## src/design/sspan_pkg.sv

```systemverilog
// Shared constants for the sentence span segmenter: byte codes, field widths
// and reset defaults. No dependencies.
package sspan_pkg;

    localparam int MAX_TEXT_BYTES_DEF = 65536;

    localparam int CAP_W    = 13;
    localparam int BEGIN_W  = 16;
    localparam int END_W    = 17;
    localparam int NUMBER_W = 12;

    localparam logic [CAP_W-1:0] SPAN_CAP_RESET = 13'd256;

    localparam logic [7:0] CHAR_PERIOD   = 8'h2E;
    localparam logic [7:0] CHAR_BANG     = 8'h21;
    localparam logic [7:0] CHAR_QUESTION = 8'h3F;
    localparam logic [7:0] CHAR_NEWLINE  = 8'h0A;
    localparam logic [7:0] CHAR_SPACE    = 8'h20;

endpackage

```

## src/design/sentence_span_segmenter.sv

```systemverilog
// Sentence span segmenter top level: byte stream in, trimmed sentence spans out.
// Depends on sspan_pkg for byte codes, widths and reset defaults.
//
// Usage:
//   The input channel (in_valid/in_ready) takes one text byte per request,
//   with last_byte set on the final byte of a text. The output channel
//   (out_valid/out_ready) delivers one span request for each non-empty
//   sentence: span_begin, span_end, sentence_number and at_text_end.
//   The config channel (cfg_valid/cfg_ready/cfg_data) writes the span cap;
//   cfg_ready is always high. Write it only while the block is idle.
//   Throughput: one byte per cycle while in_ready is high. All per-byte work
//   is a few compares and register updates in the cycle the byte is accepted;
//   a finished span is then registered into the output or skid register.
//   The output side has a result register plus one skid register, so a byte
//   is still taken while one finished span waits. in_ready drops only when
//   both are full, and returns the cycle after the receiver takes a span.
//   Reset clears all text state, empties the output buffer and sets
//   the span cap to 256.
module sentence_span_segmenter #(
    parameter int MAX_TEXT_BYTES = sspan_pkg::MAX_TEXT_BYTES_DEF
) (
    input  logic                           clk,
    input  logic                           rst_n,

    input  logic                           in_valid,
    output logic                           in_ready,
    input  logic [7:0]                     text_byte,
    input  logic                           last_byte,

    output logic                           out_valid,
    input  logic                           out_ready,
    output logic [sspan_pkg::BEGIN_W-1:0]  span_begin,
    output logic [sspan_pkg::END_W-1:0]    span_end,
    output logic [sspan_pkg::NUMBER_W-1:0] sentence_number,
    output logic                           at_text_end,

    input  logic                           cfg_valid,
    output logic                           cfg_ready,
    input  logic [sspan_pkg::CAP_W-1:0]    cfg_data
);

    localparam int OFF_W = $clog2(MAX_TEXT_BYTES + 1);
    localparam int IDX_W = $clog2(MAX_TEXT_BYTES);
    localparam int EXT_W = IDX_W + sspan_pkg::END_W;
    localparam logic [OFF_W-1:0] OFF_LIMIT = OFF_W'(MAX_TEXT_BYTES);

    typedef struct packed {
        logic [sspan_pkg::BEGIN_W-1:0]  span_begin;
        logic [sspan_pkg::END_W-1:0]    span_end;
        logic [sspan_pkg::NUMBER_W-1:0] number;
        logic                           at_end;
    } result_t;

    logic [sspan_pkg::CAP_W-1:0] span_cap_reg;

    logic [OFF_W-1:0]            byte_offset_reg, byte_offset_next;
    logic                        has_content_reg, has_content_next;
    logic [IDX_W-1:0]            first_reg, first_next;
    logic [IDX_W-1:0]            last_reg, last_next;
    logic                        term_run_reg, term_run_next;
    logic                        nl_pending_reg, nl_pending_next;
    logic [sspan_pkg::CAP_W-1:0] spans_reg, spans_next;
    logic [IDX_W-1:0]            bound_first, bound_last;

    logic    out_valid_reg, skid_valid_reg;
    result_t out_reg, skid_reg;
    result_t result_new;
    logic    emit;

    logic in_fire, out_fire;
    logic in_range, active, is_term, is_newline, is_content, close_span;
    logic [EXT_W-1:0] begin_wide, end_wide;

    assign cfg_ready = 1'b1;
    assign in_ready  = !skid_valid_reg;
    assign in_fire   = in_valid && in_ready;
    assign out_fire  = out_valid_reg && out_ready;

    assign in_range   = byte_offset_reg < OFF_LIMIT;
    assign active     = in_range && (spans_reg < span_cap_reg);
    assign is_term    = (text_byte == sspan_pkg::CHAR_PERIOD) ||
                        (text_byte == sspan_pkg::CHAR_BANG) ||
                        (text_byte == sspan_pkg::CHAR_QUESTION);
    assign is_newline = text_byte == sspan_pkg::CHAR_NEWLINE;
    assign is_content = text_byte > sspan_pkg::CHAR_SPACE;

    always_comb
    begin
        byte_offset_next = byte_offset_reg;
        has_content_next = has_content_reg;
        first_next       = first_reg;
        last_next        = last_reg;
        term_run_next    = term_run_reg;
        nl_pending_next  = nl_pending_reg;
        spans_next       = spans_reg;
        close_span       = 1'b0;
        emit             = 1'b0;

        if (active)
        begin
            if (is_term)
            begin
                nl_pending_next = 1'b0;
                close_span      = !term_run_reg;
                term_run_next   = 1'b1;
            end
            else
            begin
                term_run_next = 1'b0;
                if (is_newline)
                begin
                    close_span      = nl_pending_reg;
                    nl_pending_next = !nl_pending_reg;
                end
                else
                begin
                    nl_pending_next = 1'b0;
                    if (is_content)
                    begin
                        if (!has_content_reg)
                        begin
                            first_next = byte_offset_reg[IDX_W-1:0];
                        end
                        last_next        = byte_offset_reg[IDX_W-1:0];
                        has_content_next = 1'b1;
                    end
                end
            end
        end

        // Hold the bounds as this byte leaves them, ahead of the final-byte clear.
        bound_first = first_next;
        bound_last  = last_next;

        if (close_span)
        begin
            emit             = has_content_reg;
            has_content_next = 1'b0;
        end

        // Flush the tail on the final byte unless a span closed already.
        if (last_byte && !emit && (spans_reg < span_cap_reg) && has_content_next)
        begin
            emit = 1'b1;
        end

        if (emit)
        begin
            spans_next = spans_reg + 1'b1;
        end

        if (in_range)
        begin
            byte_offset_next = byte_offset_reg + 1'b1;
        end

        if (last_byte)
        begin
            byte_offset_next = '0;
            has_content_next = 1'b0;
            first_next       = '0;
            last_next        = '0;
            term_run_next    = 1'b0;
            nl_pending_next  = 1'b0;
            spans_next       = '0;
        end
    end

    // Close paths never touch the bounds, so the updated bounds serve both cases.
    assign begin_wide = EXT_W'(bound_first);
    assign end_wide   = EXT_W'(bound_last) + EXT_W'(1);

    always_comb
    begin
        result_new.span_begin = begin_wide[sspan_pkg::BEGIN_W-1:0];
        result_new.span_end   = end_wide[sspan_pkg::END_W-1:0];
        result_new.number     = spans_reg[sspan_pkg::NUMBER_W-1:0];
        result_new.at_end     = last_byte;
    end

    always_ff @(posedge clk or negedge rst_n)
    begin
        if (!rst_n)
        begin
            span_cap_reg    <= sspan_pkg::SPAN_CAP_RESET;
            byte_offset_reg <= '0;
            has_content_reg <= 1'b0;
            first_reg       <= '0;
            last_reg        <= '0;
            term_run_reg    <= 1'b0;
            nl_pending_reg  <= 1'b0;
            spans_reg       <= '0;
        end
        else
        begin
            if (cfg_valid)
            begin
                span_cap_reg <= cfg_data;
            end
            if (in_fire)
            begin
                byte_offset_reg <= byte_offset_next;
                has_content_reg <= has_content_next;
                first_reg       <= first_next;
                last_reg        <= last_next;
                term_run_reg    <= term_run_next;
                nl_pending_reg  <= nl_pending_next;
                spans_reg       <= spans_next;
            end
        end
    end

    // Output register with one skid entry behind it.
    always_ff @(posedge clk or negedge rst_n)
    begin
        if (!rst_n)
        begin
            out_valid_reg  <= 1'b0;
            skid_valid_reg <= 1'b0;
        end
        else
        begin
            if (skid_valid_reg)
            begin
                if (out_fire)
                begin
                    skid_valid_reg <= 1'b0;
                end
            end
            else if (in_fire && emit)
            begin
                if (out_valid_reg && !out_ready)
                begin
                    skid_valid_reg <= 1'b1;
                end
                else
                begin
                    out_valid_reg <= 1'b1;
                end
            end
            else if (out_fire)
            begin
                out_valid_reg <= 1'b0;
            end
        end
    end

    always_ff @(posedge clk)
    begin
        if (skid_valid_reg)
        begin
            if (out_fire)
            begin
                out_reg <= skid_reg;
            end
        end
        else if (in_fire && emit)
        begin
            if (out_valid_reg && !out_ready)
            begin
                skid_reg <= result_new;
            end
            else
            begin
                out_reg <= result_new;
            end
        end
    end

    assign out_valid       = out_valid_reg;
    assign span_begin      = out_reg.span_begin;
    assign span_end        = out_reg.span_end;
    assign sentence_number = out_reg.number;
    assign at_text_end     = out_reg.at_end;

endmodule

```

## config.mk

```make
export PLATFORM = sky130hd
export DESIGN_NAME = sentence_span_segmenter
export DESIGN_NICKNAME = d
export VERILOG_FILES = /design/src/design/sspan_pkg.sv /design/src/design/sentence_span_segmenter.sv
export SDC_FILE = /design/constraint.sdc
export NUM_CORES = 1
export LEC_CHECK = 0
export BUFFER_PORTS_ARGS = -buffer_cell sky130_fd_sc_hd__buf_2
export CAP_MARGIN = 20
export CORE_UTILIZATION = 40
export DETAILED_ROUTE_END_ITERATION = 8
export GPL_TIMING_DRIVEN = 0
export PLACE_DENSITY = 0.66
export SETUP_SLACK_MARGIN = 0.15
export SLEW_MARGIN = 20
export SYNTH_ARGS = -nofsm -noshare
export SYNTH_HDL_FRONTEND = slang
export SYNTH_SLANG_ARGS = --single-unit
```

## constraint.sdc

```tcl
create_clock -name clk -period 7.7 [get_ports clk]
set_input_delay 1.54 -clock clk [delete_from_list [all_inputs] [get_ports clk]]
set_output_delay 1.54 -clock clk [all_outputs]
set_load 0.05 [all_outputs]
```

Word-level counts from Yosys, hierarchy flattened. Index checks and enable logic that the tools add are counted.

Bits in writable memories: 0. Output and inout bits: 49. Latch bits: 0. Register bits: 172. ROM bits: 0. Input bits: 27. Word-level logic and storage cells: 102. Memories kept: 0.

Bitwise logic cells: 1. Mux-type cells: 44. Divide/modulo/power cells: 0. Multipliers: 0. Magnitude comparators: 3. Equality and inequality tests: 7. Shift-type cells: 0. Reduce and logical (&&, ||, !) cells: 26. Add/subtract/negate cells: 3.

Operators with widths (number): two-way mux 46 bit (4); two-way mux 16 bit (11); two-way mux 17 bit (2); two-way mux 13 bit (2); two-way mux 1 bit (25); equality test 8 x 6 -> 1 bit (second input constant) (3); adder 16 x 1 -> 17 bit (second input constant) (1); adder 17 x 1 -> 17 bit (second input constant) (1); < comparator 17 bit (second input constant) (1); adder 13 x 1 -> 13 bit (second input constant) (1); < comparator 13 bit (1); nonzero test 2 bit (5); AND reduction 3 bit (3); equality test 8 x 4 -> 1 bit (second input constant) (1); greater-than comparator 8 x 6 -> 1 bit (second input constant) (1); logical AND 1 bit (8); AND reduction 2 bit (3); logical NOT 1 bit (5); != test 2 bit (second input constant) (2); logical OR 1 bit (2); != test 2 x 1 -> 1 bit (second input constant) (1); inverter 1 bit (1).

Depth between registers and ports, before layout.
Word-level depth: 14. Mapped depth: 17. Depth with buffers taken out: 15.

Least setup slack after synthesis. Ideal clock, no wire load.

Path kind: input port to flip-flop. From: input text_byte[1]. To: register skid_reg[0] (netlist bit), enable pin. Setup time: 517 ps. Required time: 7183 ps. Path slack: 530 ps. Stages: 6. Path buffers: 0. Data arrival time: 6653 ps. Cell sequence: or4_4 o22a_2 o32ai_4 a21oi_1 or4_1 nor3b_1.

Cells in the longest elaborated chain, start to end: 13. Elaborated cells between the ends (all ways): 23. Classes of those cells: order compare: 1; eq/ne: 4; mux: 10; reduce/logical: 8.

RTL lines: from (decl) (RTL line sentence_span_segmenter.sv:27) `input logic [7:0] text_byte,`; branches (longest 10 deep; another with greater-than comparator 8 x 6 -> 1 bit); two-way mux 1 bit * (RTL line sentence_span_segmenter.sv:142) `if (last_byte && !emit && (spans_reg < span_cap_reg) && has_content_next)`; logical AND 1 bit * (RTL line sentence_span_segmenter.sv:257) `else if (in_fire && emit)`; AND reduction 3 bit (no line) *; to (signal assigned) (RTL line sentence_span_segmenter.sv:261) `skid_reg <= result_new;`; to (decl) (RTL line sentence_span_segmenter.sv:66) `result_t out_reg, skid_reg;`.

Every way passes the cells marked *. A chain may end at the register's enable or synchronous reset.

Worst setup path in the final report.
From: input text_byte[0]. To: register out_reg, in the netlist span_end[14], data pin.

Cells in the longest elaborated chain, start to end: 9. Elaborated cells between the ends (all ways): 15. Classes of those cells: add/sub: 1; order compare: 1; eq/ne: 4; mux: 7; reduce/logical: 2.

RTL lines: greater-than comparator 8 x 6 -> 1 bit (tied with other cells) (RTL line sentence_span_segmenter.sv:85) `assign is_content = text_byte > sspan_pkg::CHAR_SPACE;`; two-way mux 16 bit or logical OR 1 bit (tied branches) (RTL line sentence_span_segmenter.sv:118, sentence_span_segmenter.sv:81); two-way mux 16 bit or logical OR 1 bit (tied branches) (RTL line sentence_span_segmenter.sv:110, sentence_span_segmenter.sv:82); two-way mux 16 bit * (RTL line sentence_span_segmenter.sv:101) `if (is_term)`; two-way mux 16 bit * (RTL line sentence_span_segmenter.sv:99) `if (active)`; adder 16 x 1 -> 17 bit * (RTL line sentence_span_segmenter.sv:171) `assign end_wide = EXT_W'(bound_last) + EXT_W'(1);`; net end_wide[14] (RTL line sentence_span_segmenter.sv:72) `logic [EXT_W-1:0] begin_wide, end_wide;`; two-way mux 46 bit * (RTL line sentence_span_segmenter.sv:259) `if (out_valid_reg && !out_ready)`; two-way mux 46 bit * (RTL line sentence_span_segmenter.sv:257); two-way mux 46 bit * (RTL line sentence_span_segmenter.sv:250) `if (skid_valid_reg)`; to (signal assigned) (RTL line sentence_span_segmenter.sv:254) `out_reg <= skid_reg;`; to (signal assigned) (RTL line sentence_span_segmenter.sv:265) `out_reg <= result_new;`; to (decl) (RTL line sentence_span_segmenter.sv:66).

Mark *: on every way through the listed nets, which the timed path passes. The rest lies on a longest branch. The select of a mux whose other input is x is not followed.

==> qor.yml <==
synth:
  syn_nets: 704
  yosysWarnings: 0
  ys_types: 49
  synth_edf_count: 92
  synth_cells: 662
  yosysSeqAreaShare_pct: 59.82
  synth_top_cell_area_share_pct: 34.68
  synth_seq_cells: 172
  syn_area_sq_mm: 0.007966
  yosysMostFrequentCell: "edfxtp_1"
  async_flop_share_pct: 46.51
  synthTopCellsByCount: "edfxtp_1 (92), nand2_1 (80), dfrtp_1 (79)"
  synth_top_area_cell: "edfxtp_1"
  avgSynthCellArea_sq_um: 12.03
  synthTopCellsByArea: "edfxtp_1 (35%), dfrtp_1 (25%), mux2_2 (7.8%), nand2_1 (3.8%), a22o_1 (3.5%)"
  dominantRegCellSynth: "edfxtp_1"
cells_and_area:
  insertedDiodeCount: 0
  area_delta_synth_final_pct: 18.36
  final_util_pct: 48.45
  stdcell_count: 1041
  drive_gt1_share_pct: 23.20
  final_nets: 805
  largest_register_ff_count: 46
  fill_cells: 1752
worst_setup_path:
  path_cells: "buf_2 -> xor2_1 -> o211ai_1 -> a32o_1 -> nor2_1 -> buf_1 -> buf_2 -> mux2_2 -> ha_1 -> nand2_1 -> nor3_1 -> nand2_1 -> nor2_1 -> xnor2_1 -> mux2i_1 -> mux2_2"
  cp_data_required_time_ns: 7.88
  cpPeakStageDelay_ns: 0.52
  path_delay_family: "simple AND/OR/NAND/NOR gates"
  path_max_fanout: 10
  path_buf_inv: 3
  startpoint_type: "input pin"
  critPathArrivalTime_ns: 5.27
  critPathCaptureType: "register"
  crit_type: "in -> reg"
  crit_path_top_delay_cell: "buf_1"
pwr:
  totalPowerFinal_mw: 2.394
  p_leak_nw: 3.860
  p_per_area_mw_per_mm2: 253.9
  ir_drop_mv: 0.1403
routing:
  vias: 5467
  drt_first_pass_iters: 5
  drt_iter0_drc: 334
  wl_per_cell_microns: 16.08
  routed_wl_mm: 16.74
  antenna_left: 0
  remaining_drc_errors: 0
  vias_per_cell: 5.252
global_routing:
  grt_remaining_overflow: 0
  grt_max_degree: 47
  grt_pass1_vias: 5291
  antenna_found_initial: 0
  grt_first_pass_wirelength_mm: 27.58
  grt_usage_pct: 17.59
die:
  die_x_microns: 143.1
  start_util_pct: 40.93
  io_pins: 76
  die_h_microns: 143.1
  dieArea_sq_mm: 0.02048
  core.rowCount: 51
  core_area_sq_mm: 0.01946
timing:
  fmax_mhz: 196.4
  holdWs_ns: 0.4999
  drv_slew: 0
  worst_slew_pin_slew_ns: 0.9275
  post-route-period-util_pct: 66.13
  max_slew_margin_pct: 37.69
  worst_slack_ns: 2.608
  hold_viol: 0
  setup_viol: 0
  rsz0062_at_grt: "false"
  finalCriticalPeriod_ns: 5.092
  finalClockSkew_ns: 0.01096
clocking:
  cts_tree: "built"
  cts.repair.resized: 0
  clk_latency_ns: 0.43
  postCtsSetupBuffers: 0
  cts.sink_count: 172
  cts_buffer_depth: 2
  htreeDepth: 4
  cts-root-buf: "clkbuf_16"
  cts.reportedPaths.clkPinSlew_ns: 0.07
  postCtsHoldBufs: 0
  cts_made_buffers: 17
placement:
  portBuffers: 73
  dp_slack_ns: 2.195
  routabilityCongestion: 0.8343
  hpwlAfterDp_mm: 12.05
  dpl.cell_count: 1009
status:
  outcome: "complete, no violations"
worst_hold_path:
  hold_path.class: "reg -> reg"
flow_run:
  maxCapViolCount: 0
==> routing by layer <==
| layer | routed length [microns] | global-route usage (%) | vias to the layer above | part of all wire (%) |
|---|---|---|---|---|
| met3 | 758 | 3.756 | 26 | 4.5 |
| met5 | 0 | 0 | - | 0 |
| met2 | 7626 | 27.19 | 153 | 46 |
| met4 | 418 | 7.470 | 0 | 2.5 |
| met1 | 7939 | 23.86 | 2673 | 47 |
| li1 | - | - | 2615 | - |
==> worst paths after layout <==
check | slack (ns) | end | from | cells after the start
worst min-delay path | 0.50 | first_reg[1]$_DFFE_PN0P_ | first_reg[1]$_DFFE_PN0P_ | 1
worst max register to register | 2.69 | span_end[14]$_DFFE_PP_ | span_cap_reg[8]$_DFFE_PN1P_ | 17
min in group asynchronous | 1.06 | span_cap_reg[0]$_DFFE_PN0P_ | rst_n | 1
max in group asynchronous | 6.00 | span_cap_reg[8]$_DFFE_PN1P_ | rst_n | 2
worst max-delay path | 2.61 | span_end[14]$_DFFE_PP_ | text_byte[0] | 16
worst min register to register | 0.50 | first_reg[1]$_DFFE_PN0P_ | first_reg[1]$_DFFE_PN0P_ | 1
==> cell type report <==
cell class	instances	area, sq um	area share (%)
plain buffers	35	143.9	1.526
clock buffers	18	439.2	4.658
clock inverters	14	203.9	2.163
inverters	22	82.58	0.8758
multi-input cells	433	2984	31.65
flip-flops and latches	172	4766	50.54
well taps	265	331.6	3.516
repair buffers	82	478.0	5.069
==> power by group <==
group	switching [mW]	internal, mW
clock	0.372	0.559
combinational	0.269	0.117
sequential	0.0308	1.05
==> through the flow <==
| stage | area [sq um] | setup TNS [ns] |
|---|---|---|
| floorplan | 7966 | 0 |
| global placement | 8663 | -68.04 |
| detailed placement | 8786 | 0 |
| CTS | 9429 | 0 |
| global route | 9429 | 0 |
| finish | 9429 | 0 |
==> cell usage in the layout, fill, tap and decap left out, types with 29 or more instances in the layout <==
| cell | Yosys | layout |
|---|---|---|
| clkbuf_1 | 29 | 29 |
| o21ai_0 | 37 | 37 |
| dfrtp_1 | 79 | 79 |
| buf_2 | 1 | 73 |
| nor2_1 | 39 | 39 |
| nand2_1 | 80 | 80 |
| mux2_2 | 55 | 55 |
| a22o_1 | 32 | 32 |
| edfxtp_1 | 92 | 92 |
==> cell families after synthesis <==
family          synth area share [%]
compound gates                 9.141
xor+xnor                       4.068
fa+ha+maj                      2.356
buf+inv                        2.843
flops                          59.82
mux                            9.910
other cells                  0.04707
simple gates                   11.81
No activity file was read; power rests on OpenSTA's default activity.
